File: config.mk
export PLATFORM = sky130hd
export DESIGN_NAME = corner_state_rank_index_unit
export DESIGN_NICKNAME = d
export VERILOG_FILES = /design/src/csri_pkg.sv /design/src/corner_state_rank_index_unit.sv /design/src/csri_lehmer_pipe.sv /design/src/csri_scale.sv
export SDC_FILE = /design/constraint.sdc
export NUM_CORES = 1
export LEC_CHECK = 0
export ABC_CLOCK_PERIOD_IN_PS = 8600
export BUFFER_PORTS_ARGS = -buffer_cell sky130_fd_sc_hd__buf_2
export CAP_MARGIN = 20
export CORE_ASPECT_RATIO = 1.1
export CORE_MARGIN = 5
export CORE_UTILIZATION = 64
export DETAILED_ROUTE_END_ITERATION = 10
export PLACE_DENSITY_LB_ADDON = 0.08
export REMOVE_ABC_BUFFERS = 1
export SLEW_MARGIN = 30
export SYNTH_ARGS = -nofsm -noshare
export SYNTH_HDL_FRONTEND = slang
export SYNTH_SLANG_ARGS = --single-unit
File: constraint.sdc
create_clock -name clk -period 8.6 [get_ports clk]
set_clock_uncertainty 0.2 [all_clocks]
set_input_delay 0.43 -clock clk [delete_from_list [all_inputs] [get_ports clk]]
set_output_delay 0.43 -clock clk [all_outputs]
set_load 0.01 [all_outputs]
File: src/csri_pkg.sv
`timescale 1ns / 1ps
`default_nettype none

package csri_pkg;

	localparam int CornerCount = 7;
	localparam int CodeWidth   = 5;
	localparam int PieceWidth  = 4;
	localparam int LaneCount   = 11;
	localparam int LaneWidth   = 4;
	localparam int LaneBits    = LaneCount * LaneWidth;
	localparam int RankWidth   = 17;
	localparam int OrientWidth = 12;
	localparam int PermWtWidth = 13;
	localparam int OriWtWidth  = 10;
	localparam int SumWidth    = RankWidth + OrientWidth;
	localparam int IndexWidth  = 27;
	localparam int AddrWidth   = 26;
	localparam int InBits      = CornerCount * CodeWidth;
	localparam int InBytes     = (InBits + 7) / 8;
	localparam int OutBits     = IndexWidth + AddrWidth + 1;
	localparam int OutBytes    = (OutBits + 7) / 8;

	// only lanes 0..10 can ever be read; borrows only move upward
	localparam logic [LaneBits-1:0] LanesStart  = 44'hA98_7654_3210;
	localparam logic [LaneBits-1:0] LanesStep   = 44'h111_1111_1110;
	localparam logic [SumWidth-1:0] OrientScale = SumWidth'(2187);

	typedef logic [CodeWidth-1:0]   code_t;
	typedef logic [PieceWidth-1:0]  piece_t;
	typedef logic [LaneWidth-1:0]   lane_t;
	typedef logic [LaneCount-1:0][LaneWidth-1:0] lanes_t;
	typedef logic [1:0]             orient_t;
	typedef code_t [CornerCount-1:0] codes_t;

	typedef struct packed {
		codes_t                 codes;
		lanes_t                 lanes;
		logic [RankWidth-1:0]   rank;
		logic [OrientWidth-1:0] orient;
	} stage_t;

	typedef struct packed {
		logic                  low_nibble;
		logic [AddrWidth-1:0]  byte_address;
		logic [IndexWidth-1:0] state_index;
	} result_t;

	function automatic piece_t code_piece(input code_t c);
		piece_t p;
		if (c >= code_t'(30))      p = piece_t'(10);
		else if (c >= code_t'(27)) p = piece_t'(9);
		else if (c >= code_t'(24)) p = piece_t'(8);
		else if (c >= code_t'(21)) p = piece_t'(7);
		else if (c >= code_t'(18)) p = piece_t'(6);
		else if (c >= code_t'(15)) p = piece_t'(5);
		else if (c >= code_t'(12)) p = piece_t'(4);
		else if (c >= code_t'(9))  p = piece_t'(3);
		else if (c >= code_t'(6))  p = piece_t'(2);
		else if (c >= code_t'(3))  p = piece_t'(1);
		else                       p = piece_t'(0);
		return p;
	endfunction

	function automatic orient_t code_orient(input code_t c);
		piece_t p;
		code_t  base;
		p    = code_piece(c);
		base = code_t'({p, 1'b0}) + code_t'(p);
		return orient_t'(c - base);
	endfunction

	function automatic logic [PermWtWidth-1:0] perm_weight(input int k);
		logic [PermWtWidth-1:0] w;
		unique case (k)
			0: w = PermWtWidth'(5040);
			1: w = PermWtWidth'(720);
			2: w = PermWtWidth'(120);
			3: w = PermWtWidth'(24);
			4: w = PermWtWidth'(6);
			5: w = PermWtWidth'(2);
			default: w = PermWtWidth'(1);
		endcase
		return w;
	endfunction

	function automatic logic [OriWtWidth-1:0] orient_weight(input int k);
		logic [OriWtWidth-1:0] w;
		unique case (k)
			0: w = OriWtWidth'(1);
			1: w = OriWtWidth'(3);
			2: w = OriWtWidth'(9);
			3: w = OriWtWidth'(27);
			4: w = OriWtWidth'(81);
			5: w = OriWtWidth'(243);
			default: w = OriWtWidth'(729);
		endcase
		return w;
	endfunction

endpackage

`default_nettype wire

File: src/corner_state_rank_index_unit.sv
// corner state rank index unit
// maps seven corner codes (piece*3 + orientation) to a state index:
// lehmer rank of the pieces times 2187 plus the base-3 orientation number,
// together with the byte address (index/2) and nibble select (index odd)
// input channel s_axis: one request per seven-corner state, code i in
//   tdata bits 5i+4..5i
// output channel m_axis: one result per request, in request order
// pipeline: 8 register stages; one lane-update stage per corner (a 44-bit
//   subtract and a small constant multiply each) plus a final scale stage
//   with the 17x12 multiply-add
// throughput: one request per cycle while m_axis_tready is high; each stage holds
//   its own valid bit and takes new data whenever it is empty or its successor
//   moves, so bubbles are squeezed out
// stall: when m_axis_tready is low, the result stays on m_axis and requests
//   keep entering until the pipeline is full; then s_axis_tready drops
// reset: arst_n clears all valid bits; no item is in flight afterward
`timescale 1ns / 1ps
`default_nettype none

module corner_state_rank_index_unit
	import csri_pkg::*;
(
	input  wire logic                  clk,
	input  wire logic                  arst_n,
	input  wire logic                  s_axis_tvalid,
	output logic                       s_axis_tready,
	// corner_code_0 .. corner_code_6, 5 bits each, then zero fill
	input  wire logic [InBytes*8-1:0]  s_axis_tdata,
	output logic                       m_axis_tvalid,
	input  wire logic                  m_axis_tready,
	// state_index[26:0], byte_address[52:27], low_nibble[53], then zero fill
	output logic [OutBytes*8-1:0]      m_axis_tdata
);

	codes_t  codes;
	logic    mid_valid;
	logic    mid_ready;
	stage_t  mid_stage;
	result_t result;

	always_comb begin
		for (int i = 0; i < CornerCount; i++) begin
			codes[i] = s_axis_tdata[i*CodeWidth +: CodeWidth];
		end
	end

	csri_lehmer_pipe u_lehmer (
		.clk       (clk),
		.arst_n    (arst_n),
		.in_valid  (s_axis_tvalid),
		.in_ready  (s_axis_tready),
		.in_codes  (codes),
		.out_valid (mid_valid),
		.out_ready (mid_ready),
		.out_stage (mid_stage)
	);

	csri_scale u_scale (
		.clk        (clk),
		.arst_n     (arst_n),
		.in_valid   (mid_valid),
		.in_ready   (mid_ready),
		.in_stage   (mid_stage),
		.out_valid  (m_axis_tvalid),
		.out_ready  (m_axis_tready),
		.out_result (result)
	);

	assign m_axis_tdata = (OutBytes*8)'(result);

endmodule

`default_nettype wire

File: src/csri_lehmer_pipe.sv
`timescale 1ns / 1ps
`default_nettype none

module csri_lehmer_pipe
	import csri_pkg::*;
(
	input  wire logic   clk,
	input  wire logic   arst_n,
	input  wire logic   in_valid,
	output logic        in_ready,
	input  wire codes_t in_codes,
	output logic        out_valid,
	input  wire logic   out_ready,
	output stage_t      out_stage
);

	stage_t data_s  [CornerCount];
	logic   valid_s [CornerCount];
	logic   ready   [CornerCount+1];

	assign ready[CornerCount] = out_ready;
	assign in_ready  = ready[0];
	assign out_valid = valid_s[CornerCount-1];
	assign out_stage = data_s[CornerCount-1];

	genvar k;
	generate
		for (k = 0; k < CornerCount; k++) begin : g_step
			stage_t prev;
			logic   prev_valid;
			stage_t nxt;
			piece_t piece;
			lane_t  digit;

			if (k == 0) begin : g_first
				always_comb begin
					prev.codes  = in_codes;
					prev.lanes  = lanes_t'(LanesStart);
					prev.rank   = '0;
					prev.orient = '0;
					prev_valid  = in_valid;
				end
			end else begin : g_next
				always_comb begin
					prev       = data_s[k-1];
					prev_valid = valid_s[k-1];
				end
			end

			assign ready[k] = !valid_s[k] || ready[k+1];

			// digit is lane p, then every lane above p drops by one
			always_comb begin
				piece      = code_piece(prev.codes[k]);
				digit      = prev.lanes[piece];
				nxt        = prev;
				nxt.lanes  = lanes_t'(LaneBits'(prev.lanes)
					- LaneBits'(LanesStep << {piece, 2'b00}));
				nxt.rank   = prev.rank
					+ RankWidth'(digit) * RankWidth'(perm_weight(k));
				nxt.orient = prev.orient
					+ OrientWidth'(code_orient(prev.codes[k]))
					* OrientWidth'(orient_weight(k));
			end

			always_ff @(posedge clk or negedge arst_n) begin
				if (!arst_n) begin
					valid_s[k] <= 1'b0;
				end else if (ready[k]) begin
					valid_s[k] <= prev_valid;
				end
			end

			always_ff @(posedge clk) begin
				if (ready[k] && prev_valid) begin
					data_s[k] <= nxt;
				end
			end
		end
	endgenerate

endmodule

`default_nettype wire

File: src/csri_scale.sv
`timescale 1ns / 1ps
`default_nettype none

module csri_scale
	import csri_pkg::*;
(
	input  wire logic   clk,
	input  wire logic   arst_n,
	input  wire logic   in_valid,
	output logic        in_ready,
	input  wire stage_t in_stage,
	output logic        out_valid,
	input  wire logic   out_ready,
	output result_t     out_result
);

	logic                valid_s8;
	result_t             result_s8;
	logic [SumWidth-1:0] total;

	assign in_ready = !valid_s8 || out_ready;

	always_comb begin
		total = SumWidth'(in_stage.rank) * OrientScale + SumWidth'(in_stage.orient);
	end

	always_ff @(posedge clk or negedge arst_n) begin
		if (!arst_n) begin
			valid_s8 <= 1'b0;
		end else if (in_ready) begin
			valid_s8 <= in_valid;
		end
	end

	always_ff @(posedge clk) begin
		if (in_ready && in_valid) begin
			result_s8.state_index  <= total[IndexWidth-1:0];
			result_s8.byte_address <= total[IndexWidth-1:1];
			result_s8.low_nibble   <= total[0];
		end
	end

	assign out_valid  = valid_s8;
	assign out_result = result_s8;

endmodule

`default_nettype wire
==> impl_metrics.tcl <==
set metrics [dict create \
    cts_hold_buf 36 \
    clockBufferDepth 3 \
    criticalPathCategory "reg -> reg" \
    syn_area_um2 31500 \
    port_buffers 94 \
    critPathTopFamily "compound AO/OA/AOI/OAI gates" \
    yosysSeqAreaShare_pct 47.5 \
    slew_headroom_pct 36.4 \
    rsz0062_at_grt "no" \
    cts_root_buffer "clkbuf_16" \
    place_congestion 1.00 \
    syn-instance-count 2689 \
    numCtsBuffers 52 \
    crit_path_end_kind "register" \
    cts_tree "yes" \
    numClockSinks 499 \
    maxCapViolCount 0 \
    yosys_warnings 0 \
    worst_skew_pair.late_latency_ns 0.61 \
    core_area_um2 48800 \
    tightest_slew_ns 0.948 \
    drive_gt1_share_pct 9.56 \
    hp-class "in -> reg" \
    antenna_found_initial 0 \
    diodes 0 \
    routed_wl_mm 61.5 \
    grt_first_pass_wirelength_mm 102 \
    async_flop_share_pct 1.60 \
    area_growth_pct 10.4 \
    htreeDepth 2 \
    ant_nets 0 \
    place_hpwl_mm 48.2 \
    die-area_um2 53700 \
    start_kind "register" \
    drt_iter0_markers 879 \
    synth_seq_cells 499 \
    cp_slowest_stage_delay_ns 0.80 \
    tns_ns 0 \
    critPathBufInv 2 \
    initial_core_util_pct 64.4 \
    fp-row-count 85 \
    drv_slew 0 \
    status "finished, final reports clean" \
    finalCritPeriodShare_pct 74.9 \
    wl_per_cell_um 17.5 \
    layout_min_cycle_time_ns 6.45 \
    grt_pass1_vias 20700 \
    worstPathCellList "nor2b_1, a22oi_1, o32ai_1, a21oi_1, a21o_1, o31ai_1, a211oi_1, ha_1, inv_1, fa_1, inv_1, ha_1, a21oi_1, o21bai_1, a21oi_1, xor2_1, xnor2_1, ha_1, and3_1, a21oi_1, o21ai_0, nand3_1, o211ai_1" \
    finalSetupViolCount 0 \
    ys_types 89 \
    drt_first_pass_iters 5 \
    grt_max_degree 73 \
    synth-edff-count 491 \
    drt-vias-per-instance 5.66 \
    ctsResizeCount 0 \
    slowest_stage "a211oi_1" \
    worst_ep_arrival_time_ns 6.57 \
    die_y_um 243 \
    gr-total-overflow 0 \
    nets 3265 \
    cp_max_fo 11 \
    max_freq_mhz 155 \
    track_usage_pct 23.0 \
    num_vias 19800 \
    crit_required_ns 8.73 \
    drc 0 \
    timing_hold_violations_final 0 \
    path_clk_slew_ns 0.06 \
    crit_top_cell "a21oi_1" \
    io_pins 102 \
    die_w_um 221 \
    avgSynthCellArea_um2 11.7 \
    post_cts_buffers 0 \
    ys.flop_type "edfxtp_1" \
]
final timing paths:
check / start / endpoint / slack [ns] / depth (start not counted)
hold / removal: s_axis_tdata[3] / u_lehmer.data_s[0][47] / 0.08 / 3
max in group asynchronous: arst_n / u_lehmer.g_step[1].prev_valid / 7.29 / 3
setup reg to reg: u_lehmer.data_s[0][80] / u_lehmer.data_s[1][27] / 2.15 / 23
setup / recovery: u_lehmer.data_s[0][80] / u_lehmer.data_s[1][27] / 2.15 / 23
hold reg to reg: u_lehmer.data_s[2][100] / u_lehmer.data_s[3][100] / 0.21 / 0
min in group asynchronous: arst_n / u_lehmer.g_step[4].prev_valid / 0.62 / 3
area by class of cell:
class                   count  area [um^2]
well taps                 652          816
flip-flops and latches    499        14900
fillers                  3380        14100
repair buffers            147          958
clock inverters            39          510
multi-input cells        1824        15100
clock buffers              59         1350
inverters                 289         1080
layout by cell type (no fill, tap or decap), types with 15 or more instances in the layout:
cell,netlist,layout
dlygate4sd3_1,0,36
ha_1,330,330
fa_1,78,78
nand2b_1,36,36
nor2b_1,38,36
mux2i_1,26,26
edfxtp_1,491,491
and3_1,23,23
clkinv_1,7,16
mux2_2,25,25
xnor2_1,155,155
a211oi_1,16,15
or3_1,15,15
o21a_1,15,15
nand3_1,33,33
buf_4,29,17
a21o_1,49,49
xor2_1,123,123
a221oi_1,17,17
o21ai_0,88,88
a21oi_1,130,130
nor3_1,56,56
clkbuf_16,0,53
o21bai_1,23,23
inv_1,282,282
nand2_1,161,161
buf_2,4,94
nor2_1,144,144
stage by stage:
stage / std cells / hold WS, ns / utilization, % / setup slack (ns) / cell area (um^2)
after floorplan: 2612 / -0.0656 / - / 2.17 / 31000
after global placement: 3375 / 0.0759 / 66.6 / 2.34 / 32500
after detailed placement: 3375 / 0.0900 / 66.6 / 2.13 / 32500
after CTS: 3509 / 0.0381 / 71.1 / 2.09 / 34700
after global routing: 3509 / 0.0698 / 71.1 / 1.59 / 34700
final: 3509 / 0.0804 / 71.1 / 2.15 / 34700
synth_stat cells, drive strengths merged, types with 38 or more instances:
library cell / number / area share (%)
a21o: 50 / 1.2
xor2: 123 / 3.4
fa: 78 / 5.0
xnor2: 155 / 4.3
nor3: 56 / 0.89
o21ai: 92 / 1.5
nand2: 162 / 2.0
nor2: 144 / 1.7
nor2b: 38 / 0.76
ha: 330 / 13
edfxtp: 491 / 47
a21oi: 131 / 2.1
inv: 282 / 3.4
clkbuf: 42 / 0.52
state kept, by name, indices dropped and copies added (netlist names):
register,count
u_lehmer.g_step.prev_valid,6
u_scale.out_valid,1
u_lehmer.data_s,464
u_scale.out_result,27
u_lehmer.out_valid,1
worst register-to-register path, delay by kind of cell, from the launching register on:
family                     cells  cell delay, ns
AOI/OAI and AO/OA             12            3.05
xor gates and xnor gates       2            0.27
adders and majority gates      4            1.48
buffers and inverters          2            0.10
DFF                            1            0.54
and+or+nand+nor                3            0.51
routing by layer:
metal / up-vias / GRT usage, % / routed length (um) / share of wire (%)
li1: 9871 / - / - / -
met4: 0 / 9.34 / 2610 / 4.2
met3: 139 / 3.02 / 1870 / 3.0
met2: 345 / 43.5 / 32500 / 53
met1: 9492 / 26.4 / 24500 / 40
met5: - / 0 / 0 / 0
cells by family after synthesis:
logic type,share of synthesized area [%]
AO/OA/AOI/OAI,10.6
XOR/XNOR,7.74
adder cells (fa/ha/maj),18.2
buffers and inverters,4.77
flip-flops,47.5
multiplexers,2.01
other,0.0239
AND/OR/NAND/NOR,9.24
Power is left out: the tool's default activity adds up to more than one toggle a clock period on the data nets, which glitch-free logic cannot reach.
